--- config.mk ---
export PLATFORM = sky130hd
export DESIGN_NAME = gregorian_day_difference_unit
export DESIGN_NICKNAME = d
export VERILOG_FILES = /design/src/sv/gdd_pkg.sv /design/src/sv/gdd_date_count.sv /design/src/sv/gregorian_day_difference_unit.sv
export SDC_FILE = /design/constraint.sdc
export NUM_CORES = 2
export LEC_CHECK = 0
export ABC_AREA = 1
export BUFFER_PORTS_ARGS = -buffer_cell sky130_fd_sc_hd__buf_2
export CORE_AREA = 2 2 366 368
export DETAILED_ROUTE_END_ITERATION = 10
export DIE_AREA = 0 0 368 370
export SYNTH_ARGS = -nofsm -noshare
export SYNTH_HDL_FRONTEND = slang
export SYNTH_SLANG_ARGS = --single-unit
--- constraint.sdc ---
create_clock -name clk -period 18.6 [get_ports clk]
set_clock_uncertainty 0.1 [all_clocks]
set_input_delay 1.86 -clock clk [delete_from_list [all_inputs] [get_ports clk]]
set_output_delay 1.86 -clock clk [all_outputs]
set_load 0.03 [all_outputs]
--- src/sv/gdd_pkg.sv ---
// ----------------------------------------------------------------------------
// gdd_pkg
// Shared widths, types and constants for the Gregorian day difference unit.
// ----------------------------------------------------------------------------
package gdd_pkg;

	// Field and internal widths
	localparam int DAY_W    = 5;
	localparam int MONTH_W  = 4;
	localparam int YEAR_W   = 14;
	localparam int MSTART_W = 9;   // cumulative month offset, up to 334
	localparam int DOY_W    = 10;  // offset plus day, up to 365
	localparam int DAYS_W   = 23;  // day count from start of year 0
	localparam int DIFF_W   = 23;  // signed result width
	localparam int YSUM_W   = YEAR_W + 1;

	// n / 100 == (n * 5243) >> 19 holds exactly for n below 43690
	localparam int RECIP_100   = 5243;
	localparam int RECIP_SHIFT = 19;
	localparam int PROD_W      = 29;
	localparam int CENT_W      = 8;   // quotients by 100 stay below 256
	localparam int QUAD_W      = 6;   // quotients by 400 stay below 64

	localparam int DAYS_PER_YEAR = 365;

	localparam logic [MONTH_W-1:0] MONTH_JAN = 4'd1;
	localparam logic [MONTH_W-1:0] MONTH_FEB = 4'd2;
	localparam logic [MONTH_W-1:0] MONTH_DEC = 4'd12;

	typedef logic [DAYS_W-1:0] days_t;

	// Per-stage load enables of the date pipeline
	typedef struct packed {
		logic s1;
		logic s2;
		logic s3;
	} stage_en_t;

	// Days in the year before the first of month m (m already clamped)
	function automatic logic [MSTART_W-1:0] month_start(input logic [MONTH_W-1:0] m);
		logic [MSTART_W-1:0] r;
		case (m)
			4'd1:    r = 9'd0;
			4'd2:    r = 9'd31;
			4'd3:    r = 9'd59;
			4'd4:    r = 9'd90;
			4'd5:    r = 9'd120;
			4'd6:    r = 9'd151;
			4'd7:    r = 9'd181;
			4'd8:    r = 9'd212;
			4'd9:    r = 9'd243;
			4'd10:   r = 9'd273;
			4'd11:   r = 9'd304;
			4'd12:   r = 9'd334;
			default: r = 9'd0;
		endcase
		return r;
	endfunction

endpackage

--- src/sv/gdd_date_count.sv ---
// ----------------------------------------------------------------------------
// gdd_date_count
// Three-stage pipeline turning one date into a day count from year 0.
// ----------------------------------------------------------------------------
module gdd_date_count import gdd_pkg::*; #(
	parameter int YEAR_LIMIT = 9999
) (
	input  logic               clk,
	input  stage_en_t          en,
	input  logic [DAY_W-1:0]   day,
	input  logic [MONTH_W-1:0] month,
	input  logic [YEAR_W-1:0]  year,
	output days_t              count
);

	// Stage 1: clamp month and year, look up month offset
	logic [MONTH_W-1:0]  month_c;
	logic [YEAR_W-1:0]   year_c;
	logic [DAY_W-1:0]    day_s1;
	logic [MSTART_W-1:0] mstart_s1;
	logic                late_s1;
	logic [YEAR_W-1:0]   year_s1;

	always_comb begin
		if (month < MONTH_JAN)
			month_c = MONTH_JAN;
		else if (month > MONTH_DEC)
			month_c = MONTH_DEC;
		else
			month_c = month;
		if (32'(year) > YEAR_LIMIT)
			year_c = YEAR_W'(YEAR_LIMIT);
		else
			year_c = year;
	end

	always_ff @(posedge clk) begin
		if (en.s1) begin
			day_s1    <= day;
			mstart_s1 <= month_start(month_c);
			late_s1   <= (month_c > MONTH_FEB);
			year_s1   <= year_c;
		end
	end

	// Stage 2: quotients by 100 and 400 via reciprocal multiply, 365*y + ceil(y/4)
	logic [YSUM_W-1:0] yp3, yp99, yp399;
	logic [PROD_W-1:0] prod_h, prod_c100, prod_c400;
	logic [CENT_W-1:0] cent_s2, c100_s2;
	logic [QUAD_W-1:0] c400_s2;
	days_t             base_s2;
	logic [DOY_W-1:0]  doy_s2;
	logic              late_s2;
	logic [YEAR_W-1:0] year_s2;

	always_comb begin
		yp3       = YSUM_W'(year_s1) + YSUM_W'(3);
		yp99      = YSUM_W'(year_s1) + YSUM_W'(99);
		yp399     = YSUM_W'(year_s1) + YSUM_W'(399);
		prod_h    = PROD_W'(year_s1) * PROD_W'(RECIP_100);
		prod_c100 = PROD_W'(yp99) * PROD_W'(RECIP_100);
		prod_c400 = PROD_W'(yp399[YSUM_W-1:2]) * PROD_W'(RECIP_100);
	end

	always_ff @(posedge clk) begin
		if (en.s2) begin
			cent_s2 <= prod_h[RECIP_SHIFT +: CENT_W];
			c100_s2 <= prod_c100[RECIP_SHIFT +: CENT_W];
			c400_s2 <= prod_c400[RECIP_SHIFT +: QUAD_W];
			base_s2 <= DAYS_W'(year_s1) * DAYS_W'(DAYS_PER_YEAR)
				+ DAYS_W'(yp3[YSUM_W-1:2]);
			doy_s2  <= DOY_W'(mstart_s1) + DOY_W'(day_s1);
			late_s2 <= late_s1;
			year_s2 <= year_s1;
		end
	end

	// Stage 3: leap test and final sum
	logic [YEAR_W-1:0] rem100;
	logic              leap;
	days_t             count_s3;

	always_comb begin
		rem100 = year_s2 - YEAR_W'(YEAR_W'(cent_s2) * YEAR_W'(100));
		leap   = (year_s2[1:0] == 2'b00) && ((rem100 != '0) || (cent_s2[1:0] == 2'b00));
	end

	always_ff @(posedge clk) begin
		if (en.s3) begin
			count_s3 <= base_s2 - DAYS_W'(c100_s2) + DAYS_W'(c400_s2)
				+ DAYS_W'(doy_s2) + DAYS_W'(late_s2 && leap);
		end
	end

	assign count = count_s3;

endmodule

--- src/sv/gregorian_day_difference_unit.sv ---
// ----------------------------------------------------------------------------
// gregorian_day_difference_unit
// Signed day count from a first Gregorian date to a second one.
// ----------------------------------------------------------------------------
// Usage:
//   Input channel (in_valid / in_stall) carries two dates, each as day,
//   month and year. Output channel (out_valid / out_stall) carries
//   day_difference, second date minus first, saturated to 23 bits signed.
//   Month is clamped to 1..12, year to YEAR_LIMIT; the day is not checked.
//   Four register stages: three in the date pipeline (clamp and table,
//   reciprocal multiplies, leap test and sum) and one subtract-and-saturate
//   stage. out_valid rises once an item is loaded into the last stage, and
//   the output transfer takes place at an edge where out_stall is low.
//   Throughput is one pair of dates per cycle while out_stall is low.
//   When the receiver stalls, the result holds and the stages behind it
//   fill up; empty stages keep loading, so in_stall rises only once every
//   stage holds an item. Nothing is dropped or repeated.
//   Reset clears all valid bits, so in_stall is low and the block can take
//   an item as soon as reset is released.
// ----------------------------------------------------------------------------
module gregorian_day_difference_unit import gdd_pkg::*; #(
	parameter int YEAR_LIMIT = 9999
) (
	input  logic                     clk,
	input  logic                     arst_n,
	input  logic                     in_valid,
	output logic                     in_stall,
	input  logic [DAY_W-1:0]         first_day,
	input  logic [MONTH_W-1:0]       first_month,
	input  logic [YEAR_W-1:0]        first_year,
	input  logic [DAY_W-1:0]         second_day,
	input  logic [MONTH_W-1:0]       second_month,
	input  logic [YEAR_W-1:0]        second_year,
	output logic                     out_valid,
	input  logic                     out_stall,
	output logic signed [DIFF_W-1:0] day_difference
);

	localparam int SUB_W = DAYS_W + 1;
	localparam logic signed [SUB_W-1:0] OUT_MAX = SUB_W'((1 << (DIFF_W - 1)) - 1);
	localparam logic signed [SUB_W-1:0] OUT_MIN = -SUB_W'(1 << (DIFF_W - 1));

	// Valid bits and stage enables; a stage loads when empty or draining
	logic      v_s1, v_s2, v_s3, v_s4;
	logic      en_s4;
	stage_en_t en;

	always_comb begin
		en_s4 = !v_s4 || !out_stall;
		en.s3 = !v_s3 || en_s4;
		en.s2 = !v_s2 || en.s3;
		en.s1 = !v_s1 || en.s2;
	end

	always_ff @(posedge clk or negedge arst_n) begin
		if (!arst_n) begin
			v_s1 <= 1'b0;
			v_s2 <= 1'b0;
			v_s3 <= 1'b0;
			v_s4 <= 1'b0;
		end else begin
			if (en.s1) v_s1 <= in_valid;
			if (en.s2) v_s2 <= v_s1;
			if (en.s3) v_s3 <= v_s2;
			if (en_s4) v_s4 <= v_s3;
		end
	end

	// Day counts of both dates
	days_t count_a, count_b;

	gdd_date_count #(.YEAR_LIMIT(YEAR_LIMIT)) u_first (
		.clk   (clk),
		.en    (en),
		.day   (first_day),
		.month (first_month),
		.year  (first_year),
		.count (count_a)
	);

	gdd_date_count #(.YEAR_LIMIT(YEAR_LIMIT)) u_second (
		.clk   (clk),
		.en    (en),
		.day   (second_day),
		.month (second_month),
		.year  (second_year),
		.count (count_b)
	);

	// Stage 4: subtract and saturate
	logic signed [SUB_W-1:0]  diff;
	logic signed [DIFF_W-1:0] diff_sat;
	logic signed [DIFF_W-1:0] diff_s4;

	always_comb begin
		diff = $signed({1'b0, count_b}) - $signed({1'b0, count_a});
		if (diff > OUT_MAX)
			diff_sat = OUT_MAX[DIFF_W-1:0];
		else if (diff < OUT_MIN)
			diff_sat = OUT_MIN[DIFF_W-1:0];
		else
			diff_sat = diff[DIFF_W-1:0];
	end

	always_ff @(posedge clk) begin
		if (en_s4) diff_s4 <= diff_sat;
	end

	assign in_stall       = !en.s1;
	assign out_valid      = v_s4;
	assign day_difference = diff_s4;

endmodule

==> flow_summary.json <==
{
  "drt-initial-drc-count": 1929,
  "postSynthNetCount": 6694,
  "synth_area_leader_cell": "ha_1",
  "synth-warning-count": 0,
  "critical_path_arrival_ps": 7070,
  "port_buffers": 74,
  "holdBufCountCts": 0,
  "place.gp.congestion": 0.907,
  "vias_in_the_first_global_route": 34600,
  "antenna_violations_before_repair": 6,
  "num_io_pins": 75,
  "critical-path-top-delay-family": "adder cells",
  "fmax_mhz": 146,
  "cts_tree": "yes",
  "detailroute.via_count": 33600,
  "layout-area-overhead-vs-synth_pct": 8.58,
  "worst_skew_pair_latency_ps": 630,
  "critical_path.slowest_cell": "xor2_1",
  "fp.dieW_um": 368,
  "status": "completed",
  "finalWorstPathRequiredPeriod_ps": 6830,
  "timing.hold.ws_ps": 333,
  "post_synth.cell_area_avg_um2": 8.84,
  "final_hold_viol_count": 0,
  "final-setup-viol-count": 0,
  "grt_max_degree": 50,
  "synth_cell_types": 48,
  "cp_num_buf_inv": 5,
  "synth-edff-count": 267,
  "synth_ff_type": "edfxtp_1",
  "syn_area_um2": 46100,
  "placementRows": 134,
  "finalCritPeriodShare_pct": 36.7,
  "wire_length_of_the_first_global_routing_pass_um": 182000,
  "fin_setup_tns_ps": 0,
  "setup_repair_after_global_routing_missed_its_margin": "no",
  "path_cells": "inv_1 -> ha_1 -> inv_1 -> nand2_1 -> nand2_1 -> a21oi_1 -> inv_1 -> a21oi_1 -> xor2_1 -> ha_1 -> fa_1 -> fa_1 -> inv_1 -> fa_1 -> fa_1 -> inv_1 -> ha_1 -> a21oi_1 -> o21ai_0 -> nand2_1 -> nand2_1 -> nand2_1 -> nand4_1 -> xnor2_1",
  "path_class": "flip-flop to flip-flop",
  "slew-limit-headroom_pct": 31.3,
  "synth_sequential_area_ratio_pct": 17.6,
  "synth_top_cells_by_area": "ha_1, fa_1, edfxtp_1",
  "slew_violations": 0,
  "placeableCoreArea_um2": 132000,
  "clk_path_buf_depth": 3,
  "clk_root_buffer_cell": "clkbuf_16",
  "detail_route.drc_violations": 0,
  "antenna_left": 0,
  "finalWorstSetupSlack_ps": 11770,
  "timing_worst_slew_pin_value_ps": 1030,
  "final_cell_count_no_fill": 7123,
  "pre_cts_ws_ps": 11810,
  "cts_made_buffers": 38,
  "layout_cells_sized_above_1_pct": 3.51,
  "timing.critical_path.slowest_cell_delay_ps": 660,
  "cp_max_fo": 13,
  "nNetsFinal": 6803,
  "worstSetupEndpointType": "flip-flop",
  "start_util_pct": 34.8,
  "yosys.area.top_type_share_pct": 25.0,
  "yosys_register_bits": 271,
  "worst_hold_path_type": "flip-flop to flip-flop",
  "detailedPlacementHpwl_um": 97100,
  "postSynth.asyncResetShare_pct": 1.48,
  "route.final.wire_length_um": 111000,
  "dr.pass1.iters": 6,
  "mostFrequentLayoutCells": "inv_1, ha_1, nand2_1, fa_1, nor2_1",
  "cp_data_required_time_ps": 18840,
  "design.die.area_um2": 136000,
  "final_common_cell": "inv_1",
  "global_route.overflow_total": 0,
  "r2r_slack_ps": 11770,
  "startpoint_type": "flip-flop",
  "cts_repair_resizes": 0,
  "total_routing_usage_reported_by_global_routing_pct": 16.5,
  "dp_cells": 7052,
  "synthesized_netlist_cell_count": 5215,
  "drv_cap": 0,
  "die_h_um": 370,
  "cts_post_setup_buffers_inserted": 0,
  "avgViaCountPerCell": 4.72,
  "clkSinkCount": 271,
  "clkTransAtPathRegs_ps": 60,
  "clock_tree.htree_level_count": 2,
  "route.detailed.wl_per_inst_um": 15.5
}
layout make-up:
cell class	instances	area, µm²
tap	1768	2210
antenna	1	2.50
sequential	271	8120
clock inverter	30	429
inverter	1306	4910
clock buffer	40	958
multi-input combinational	3626	33000
timing repair buffer	81	423
fill	13600	82400
path summary, 6_finish.rpt:
kind                            cells past startpoint                             to                              start
worst max-delay path                               24  u_second.c400_s2[5]$_DFFE_PP_  u_second.year_s1[0]$_SDFFCE_PN1N_
worst max register to register                     24  u_second.c400_s2[5]$_DFFE_PP_  u_second.year_s1[0]$_SDFFCE_PN1N_
worst min-delay path                                0     u_second.late_s2$_DFFE_PP_         u_second.late_s1$_DFFE_PN_
worst min register to register                      0     u_second.late_s2$_DFFE_PP_         u_second.late_s1$_DFFE_PN_
max in group asynchronous                           1          out_valid$_DFFE_PN0P_                             arst_n
min in group asynchronous                           1               v_s2$_DFFE_PN0P_                             arst_n
metrics by stage:
stage / area (µm²) / util (%)
3_3_place_gp: 48700 / 36.7
5_1_grt: 50100 / 37.8
2_1_floorplan: 46100 / -
6_report: 50100 / 37.8
4_1_cts: 50100 / 37.8
3_5_place_dp: 48700 / 36.7
registers in the layout (all words and copies together) (netlist names), 5 cells and up:
register,flops
day_difference,23
u_first.base_s2,23
u_first.c100_s2,8
u_first.c400_s2,6
u_first.cent_s2,8
u_first.count,23
u_first.day_s1,5
u_first.doy_s2,10
u_first.mstart_s1,9
u_first.year_s1,14
u_first.year_s2,14
u_second.base_s2,23
u_second.c100_s2,8
u_second.c400_s2,6
u_second.cent_s2,8
u_second.count,23
u_second.day_s1,5
u_second.doy_s2,10
u_second.mstart_s1,9
u_second.year_s1,14
u_second.year_s2,14
cell usage after synthesis (10+ instances only):
| master | instances |
|---|---|
| a211oi_1 | 12 |
| a21o_1 | 44 |
| a21oi_1 | 248 |
| a31oi_1 | 29 |
| edfxtp_1 | 267 |
| fa_1 | 509 |
| ha_1 | 920 |
| inv_1 | 1306 |
| nand2_1 | 738 |
| nand2_2 | 11 |
| nand3_1 | 178 |
| nand4_1 | 78 |
| nor2_1 | 280 |
| nor3_1 | 43 |
| nor4_1 | 21 |
| o21ai_0 | 138 |
| o21bai_1 | 40 |
| o31ai_1 | 10 |
| or2_2 | 15 |
| xnor2_1 | 58 |
| xor2_1 | 184 |
layer usage:
layer / part of all wire [%] / global-route usage [%] / vias up / wire, µm
met5: 0 / 0 / - / 0
met4: 2.9 / 4.68 / 0 / 3230
met3: 4.4 / 2.23 / 129 / 4850
met2: 44 / 26.3 / 595 / 48500
met1: 49 / 23.4 / 16000 / 54100
li1: - / - / 16900 / -
worst reg2reg max path, stage by stage (launching register included):
cell and delay (ps):
edfxtp_1 640, inv_1 300, ha_1 320, inv_1 110, nand2_1 70, nand2_1 120, a21oi_1 290, inv_1 100
a21oi_1 170, xor2_1 660, ha_1 390, fa_1 530, fa_1 520, inv_1 50, fa_1 470, fa_1 550
inv_1 40, ha_1 330, a21oi_1 200, o21ai_0 170, nand2_1 90, nand2_1 50, nand2_1 60, nand4_1 100
xnor2_1 140
kinds of logic (layout without fill, tap and decap cells):
group / Yosys count / count (layout) / share of synthesized area (%)
compound gates: 567 / 567 / 7.13
xor+xnor: 242 / 242 / 4.60
fa+ha+maj: 1429 / 1429 / 47.1
buf+inv: 1318 / 1457 / 10.8
flops: 271 / 271 / 17.6
other cells: 0 / 1 / 0
simple gates: 1388 / 1388 / 12.8
Power is not shown: default switching activity piles up to over one toggle a cycle in this logic, so the estimate is an artifact.
